`src/rtl/ial_pkg.sv`:
```
// ----------------------------------------------------------------------------
// ial_pkg
// Shared types and constants of the indexed array list.
// ----------------------------------------------------------------------------
package ial_pkg;

	localparam int DEPTH_DEF = 128;
	localparam int POS_W     = 7;
	localparam int VAL_W     = 32;
	localparam int CNT_OUT_W = 8;

	typedef enum logic [1:0] {
		CMD_READ   = 2'd0,
		CMD_INSERT = 2'd1,
		CMD_DELETE = 2'd2,
		CMD_LOCATE = 2'd3
	} cmd_t;

	typedef enum logic [1:0] {
		ST_OK    = 2'd0,
		ST_RANGE = 2'd1,
		ST_FULL  = 2'd2
	} status_t;

	// one decoded command as it waits in the queue
	typedef struct packed {
		cmd_t               cmd;
		logic [POS_W-1:0]   pos;
		logic [VAL_W-1:0]   val;
	} item_t;

	// control from the sequencer to the cell row
	typedef struct packed {
		logic               en;
		logic               ins;
		logic               del;
		logic [POS_W-1:0]   pos;
		logic [VAL_W-1:0]   val;
	} cell_ctrl_t;

	typedef struct packed {
		logic [VAL_W-1:0]     value;
		logic [POS_W-1:0]     position;
		logic                 found;
		status_t              status;
		logic [CNT_OUT_W-1:0] count;
	} result_t;

endpackage

```
`src/rtl/ial_front.sv`:
```
// ----------------------------------------------------------------------------
// ial_front
// Input side: takes commands, decodes them and holds them in a two-entry
// queue for the back end.
// ----------------------------------------------------------------------------
module ial_front (
	input  logic                clk,
	input  logic                arst_n,
	input  logic                in_valid,
	output logic                in_ready,
	input  logic [1:0]          in_cmd,
	input  logic [ial_pkg::POS_W-1:0] in_pos,
	input  logic [ial_pkg::VAL_W-1:0] in_val,
	output logic                q_valid,
	output ial_pkg::item_t      q_item,
	input  logic                pop
);

	ial_pkg::item_t ent_q [2];
	ial_pkg::item_t dec;
	logic           wr_q;
	logic           rd_q;
	logic [1:0]     fill_q;
	logic           push;

	always_comb begin
		dec.cmd = ial_pkg::cmd_t'(in_cmd);
		dec.pos = in_pos;
		dec.val = in_val;
	end

	assign in_ready = (fill_q != 2'd2);
	assign push     = in_valid && in_ready;
	assign q_valid  = (fill_q != 2'd0);
	assign q_item   = ent_q[rd_q];

	always_ff @(posedge clk) begin
		if (push) begin
			ent_q[wr_q] <= dec;
		end
	end

	always_ff @(posedge clk or negedge arst_n) begin
		if (!arst_n) begin
			wr_q   <= 1'b0;
			rd_q   <= 1'b0;
			fill_q <= 2'd0;
		end else begin
			if (push) begin
				wr_q <= ~wr_q;
			end
			if (pop) begin
				rd_q <= ~rd_q;
			end
			case ({push, pop})
				2'b10:   fill_q <= fill_q + 2'd1;
				2'b01:   fill_q <= fill_q - 2'd1;
				default: fill_q <= fill_q;
			endcase
		end
	end

endmodule

```
`config.mk`:
```
export PLATFORM = sky130hd
export DESIGN_NAME = ial_front
export DESIGN_NICKNAME = d
export VERILOG_FILES = /design/src/rtl/ial_pkg.sv /design/src/rtl/ial_front.sv
export SDC_FILE = /design/constraint.sdc
export NUM_CORES = 1
export LEC_CHECK = 0
export BUFFER_PORTS_ARGS = -buffer_cell sky130_fd_sc_hd__clkbuf_2
export CORE_MARGIN = 3
export CORE_UTILIZATION = 45
export CTS_BUF_LIST = sky130_fd_sc_hd__clkbuf_4 sky130_fd_sc_hd__clkbuf_8
export CTS_CLUSTER_DIAMETER = 80
export DETAILED_ROUTE_END_ITERATION = 7
export GPL_TIMING_DRIVEN = 0
export PLACE_DENSITY = 0.66
export SKIP_CTS_REPAIR_TIMING = 1
export SYNTH_ARGS = -nofsm -noshare
export SYNTH_HDL_FRONTEND = slang
export SYNTH_SLANG_ARGS = --single-unit
```
`constraint.sdc`:
```
create_clock -name clk -period 3.4 [get_ports clk]
set_clock_uncertainty 0.05 [all_clocks]
set_input_delay 0.17 -clock clk [delete_from_list [all_inputs] [get_ports clk]]
set_output_delay 0.17 -clock clk [all_outputs]
set_load 0.05 [all_outputs]
```
==> results of run 1 <==
## cell type report
class | count | area [um^2] | share of cell area
clock buffer | 11 | 139 | 0.0303
clock inverter | 5 | 50.0 | 0.0109
timing repair buffer | 132 | 913 | 0.199
tap | 96 | 120 | 0.0262
multi-input combinational | 53 | 703 | 0.154
sequential | 86 | 2560 | 0.560
buffer | 5 | 91.3 | 0.0199
## kinds of logic after synthesis
kind of cell | after synthesis | synth area share
xor gates and xnor gates | 5 | 0.0131
DFF | 86 | 0.765
and+or+nand+nor | 6 | 0.00897
muxes | 41 | 0.182
buffers and inverters | 5 | 0.0273
adders and majority gates | 1 | 0.00374
## registers in the layout, indices dropped and copies added (netlist names)
name / cells
ent_q: 82
rd_q: 1
wr_q: 1
fill_q: 2
## through the flow
stage	util	setup slack, ns
after detailed placement	0.564	1.55
after global placement	0.556	-0.546
after floorplan	-	0.105
after global routing	0.652	1.40
final	0.652	1.55
after CTS	0.591	1.52
## cells in the mapped netlist
master,n
edfxtp_1,82
mux2_4,39
buf_12,4
dfrtp_1,4
xnor2_1,3
mux2_2,2
nor2_1,2
xor2_1,2
and3_1,1
buf_6,1
ha_1,1
nand2_1,1
nand2b_1,1
or2_2,1
## report_power, final
part	switching (mW)	leakage [nW]	internal, mW
clock	0.320	0.0952	0.350
combinational	1.31	0.973	0.730
sequential	0.0721	0.808	1.45
## routing by layer
metal / vias up / global-route usage
met5: - / 0
met4: 0 / 0.0668
met3: 7 / 0.0386
met2: 47 / 0.236
met1: 859 / 0.162
li1: 845 / -
## how the worst max path moves through the flow
stage,end,slack (ns),cells after the start
detailed placement,ent_q[0][13],1.55,4
global placement,ent_q[0][13],-0.55,3
floorplan,ent_q[0][0],0.10,3
global route,ent_q[0][11],1.40,4
finish,ent_q[0][16],1.55,4
CTS,ent_q[0][34],1.52,4
==> flow_metrics.py, run 1 <==
metrics = {
    "detailed_routing": {
        "viasPerCell": 4.53,
        "drt_pass1_iterations": 4,
        "drc": 0,
        "wl_mm": 5.83,
        "wl_met2_mm": 3.17,
        "wl_met1_mm": 2.32,
        "drt_iter0_markers": 65,
        "wl_per_cell_um": 15.0,
        "ant_nets": 0,
        "vias": 1758,
        "wl_met3_um": 233,
        "routed.top_layer": "met4",
    },
    "setup_path": {
        "r2r_start": "fill_q[0]",
        "r2r_slack_ns": 1.55,
        "cpMaxStageDelayCell": "nor2_4",
        "end_kind": "flop",
        "crit_chain": "nand2b_1, nand2_1, nor2_4, buf_12",
        "max_stage_delay_ns": 0.50,
        "r2r_end": "ent_q[0][16]",
        "cp_num_buf_inv": 1,
        "start_kind": "flop",
        "r2r_cells": 4,
        "critical_path_class": "flop to flop",
        "cpLargestDelayFamily": "simple AND/OR/NAND/NOR gates",
        "path_max_fanout": 24,
        "crit_start": "fill_q[0]",
        "crit_required_ns": 3.38,
        "cp.arrival_ns": 1.84,
    },
    "layout": {
        "final_common_cell": "clkbuf_2",
        "layout_common_cells": "clkbuf_2 (87), edfxtp_1 (82), dlygate4sd3_1 (43), mux2_4 (39), clkbuf_8 (9)",
        "area_growth_pct": 36.8,
        "nNetsFinal": 333,
        "drive_gt1_frac": 0.521,
        "final_area_um2": 4580,
        "final_cell_count_no_fill": 388,
        "n_antenna_cell": 0,
        "fillers": 530,
    },
    "cts": {
        "clk_pin_slew_ns": 0.07,
        "htreeDepth": 3,
        "cts_buffers": 9,
        "insertion_delay_ns": 0.33,
        "cts_tree": "yes",
        "cts_root_buf": "clkbuf_8",
        "cts.sinks": 86,
        "clock_path_buffers": 2,
    },
    "sta": {
        "final-hold-violation-count": 0,
        "fin_tns_setup_ns": 0,
        "whs_ns": 0.136,
        "fmax_mhz": 539,
        "report.final.slew_viol_count": 0,
        "tightest_slew_ns": 0.594,
        "finalCritPeriodShare": 0.545,
        "maxSlewHeadroom": 0.603,
        "min_period_ns": 1.85,
        "setup_viol": 0,
        "rsz0062_at_grt": "false",
    },
    "power_and_ir_drop": {
        "powerDensity_nw_per_um2": 925,
        "cellLeakagePower_nw": 1.88,
        "finalPower_mw": 4.23,
        "ir_drop_mv": 0.639,
    },
    "grt": {
        "grt_pass1_vias": 1711,
        "grt.overflow.total": 0,
        "antenna_found_initial": 0,
        "grt_use_total": 0.139,
        "grt_max_degree": 25,
        "grt_first_pass_wirelength_mm": 8.72,
    },
    "yosys": {
        "syn-cell-area_um2": 3350,
        "ys_seq_elements": 86,
        "synthCells": 144,
        "synth.distinct_cells": 14,
        "yosysSeqAreaShare": 0.765,
        "ys_top_cells_by_area": "edfxtp_1 (74%), mux2_4 (17%), dfrtp_1 (3.0%), buf_12 (2.4%), xnor2_1 (0.78%)",
        "yosysWarnings": 0,
        "syn_avg_cell_area_um2": 23.3,
        "netlist.area_leader.share": 0.735,
        "synth_area_leader_cell": "edfxtp_1",
        "syn_nets": 190,
    },
    "flow_run": {
        "cap_violations": 0,
    },
    "status": {
        "status": "completed",
    },
    "placed_design": {
        "port-buffer-count": 87,
        "gp_congestion": 0.679,
        "placed_cells": 329,
        "dp_hpwl_mm": 3.70,
        "placed_area_um2": 3960,
    },
    "floorplanning": {
        "die_y_um": 92.3,
        "num_rows": 30,
        "coreArea_um2": 7020,
        "initial_core_util": 0.477,
        "design.die.area_um2": 8510,
        "ioPinCount": 88,
        "die_w_um": 92.3,
    },
    "hold_path": {
        "hold_path_class": "primary input to asynchronous set/reset pin",
    },
}
Power figures use the tool's default switching activity.
==> inputs of run 2 (changes only) <==
==> constraint.sdc (replaced) <==
create_clock -name clk -period 1.9 [get_ports clk]
set_clock_uncertainty 0.05 [all_clocks]
set_input_delay 0.095 -clock clk [delete_from_list [all_inputs] [get_ports clk]]
set_output_delay 0.095 -clock clk [all_outputs]
set_load 0.05 [all_outputs]
==> run 2 against run 1 <==
- largest cell class unchanged
- die area unchanged
- critical path depth decreased by 1
- flip-flop and latch count unchanged
- fmax increased by 6.3%
- highest routed layer unchanged
- count of clock-buffer cells in the layout decreased by 1
- global-route usage decreased by 1.3 points
- critical path type unchanged
- register-to-register slack got worse by 1.4 ns
- first-iteration DRC count decreased by 37%
- worst setup slack got worse by 1.4 ns
- clock power increased by 56%
==> flow_metrics.py, run 2 (synthesis gave the netlist of run 1 again) <==
metrics = {
    "status": {
        "status": "completed",
    },
    "setup_path": {
        "critical_path_class": "flop to flop",
        "crit_required_ns": 1.82,
        "max_stage_delay_ns": 0.55,
        "cp.depth": 3,
        "path_max_fanout": 21,
        "r2r_cells": 3,
        "crit_start": "fill_q[0]",
        "start_kind": "flop",
        "crit_chain": "nand2b_4, nand2_1, nor2_4",
        "cp_num_buf_inv": 0,
        "cp.arrival_ns": 1.67,
        "end_kind": "flop",
        "cpLargestDelayFamily": "simple AND/OR/NAND/NOR gates",
        "cpMaxStageDelayCell": "nor2_4",
        "r2r_start": "fill_q[0]",
    },
    "grt": {
        "antenna_found_initial": 0,
        "grt_pass1_vias": 1643,
        "grt.overflow.total": 0,
        "grt_max_degree": 42,
        "grt_first_pass_wirelength_mm": 8.02,
        "grt_use_total": 0.126,
    },
    "cts": {
        "cts_tree": "yes",
        "clock_path_buffers": 2,
        "clk_pin_slew_ns": 0.08,
        "cts.sinks": 86,
        "cts_buffers": 9,
        "insertion_delay_ns": 0.34,
        "cts_root_buf": "clkbuf_8",
        "htreeDepth": 3,
    },
    "floorplanning": {
        "design.die.area_um2": 8510,
        "coreArea_um2": 7020,
        "initial_core_util": 0.477,
        "num_rows": 30,
        "die_w_um": 92.3,
        "ioPinCount": 88,
        "die_y_um": 92.3,
    },
    "detailed_routing": {
        "wl_per_cell_um": 14.4,
        "wl_mm": 5.57,
        "drt_pass1_iterations": 4,
        "ant_nets": 0,
        "viasPerCell": 4.45,
        "vias": 1724,
        "drt_iter0_markers": 41,
        "drc": 0,
    },
    "layout": {
        "final_cell_count_no_fill": 387,
        "final_area_um2": 4530,
        "top_register": "ent_q",
        "area_growth_pct": 35.2,
        "largest_reg_flops": 82,
        "layout_common_cells": "clkbuf_2 (87), edfxtp_1 (82), dlygate4sd3_1 (43), mux2_4 (39), clkbuf_8 (9)",
        "drive_gt1_frac": 0.519,
        "final_common_cell": "clkbuf_2",
        "fillers": 524,
        "n_antenna_cell": 0,
        "nNetsFinal": 332,
        "reg.largest.list": "ent_q x82, fill_q x2",
    },
    "sta": {
        "fmax_mhz": 573,
        "final-hold-violation-count": 0,
        "layout_setup_ws_ns": 0.156,
        "min_period_ns": 1.74,
        "setup_viol": 0,
        "rsz0062_at_grt": "false",
        "report.final.slew_viol_count": 0,
        "tightest_slew_ns": 0.639,
        "finalCritPeriodShare": 0.918,
        "maxSlewHeadroom": 0.573,
    },
    "placed_design": {
        "placed_cells": 327,
        "dpl_worst_slack_ns": -0.269,
        "placed_area_um2": 3920,
        "port-buffer-count": 87,
        "dp_hpwl_mm": 3.29,
        "gp_congestion": 0.769,
    },
    "power_and_ir_drop": {
        "powerDensity_nw_per_um2": 1630,
        "cellLeakagePower_nw": 1.85,
        "ir_drop_mv": 1.01,
    },
    "hold_path": {
        "hold_path_class": "primary input to asynchronous set/reset pin",
    },
    "flow_run": {
        "cap_violations": 0,
    },
}
[run 2: cell count changes in the layout (fill, tap and decap cells not counted), sizes merged]
cell,before,now
bufinv,1,0
buf,7,5
nor2,2,3
clkinv,3,5
clkbuf,98,97
[run 2: through the flow]
step | util | setup TNS (ns) | hold slack (ns) | power (mW)
global placement | 0.558 | -10.89 | -0.141 | 6.31
detailed placement | 0.558 | -11.14 | -0.136 | 6.34
global route | 0.645 | 0 | 0.0549 | 7.71
CTS | 0.581 | -12.31 | -0.510 | 7.39
floorplan | - | 0 | -0.251 | 5.70
finish | 0.645 | 0 | 0.0474 | 7.39
[run 2: worst paths after layout]
kind,endpoint,slack [ns]
max,ent_q[0][11],0.16
min,fill_q[0],0.05
max reg2reg,ent_q[0][11],0.16
min reg2reg,fill_q[1],0.50
max in group asynchronous,rd_q,1.62
min in group clk,wr_q,0.15
[run 2: layout make-up]
type | instances | area [um^2] | area share
sequential | 86 | 2560 | 0.566
tap | 96 | 120 | 0.0265
clock inverter | 6 | 28.8 | 0.00636
buffer | 5 | 91.3 | 0.0202
timing repair buffer | 130 | 866 | 0.191
multi-input combinational | 54 | 726 | 0.160
clock buffer | 10 | 131 | 0.0290
[run 2: where the power goes]
| part | leakage (nW) | total, mW | switching [mW] | internal, mW |
|---|---|---|---|---|
| Combinational | 0.960 | 3.60 | 2.33 | 1.26 |
| Sequential | 0.808 | 2.74 | 0.142 | 2.60 |
| Clock | 0.0820 | 1.05 | 0.577 | 0.471 |
[run 2: worst register-to-register path, stage by stage (launching register included)]
cell and delay, ns:
dfrtp_1 0.42, nand2b_4 0.17, nand2_1 0.18, nor2_4 0.55
[run 2: per-layer routing]
layer	wire length, um	GRT usage	part of all wire	vias up
li1	-	-	-	844
met1	2240	0.147	0.40	820
met2	2930	0.210	0.53	54
met3	334	0.0369	0.060	6
met4	61	0.0668	0.011	0
met5	0	0	0	-
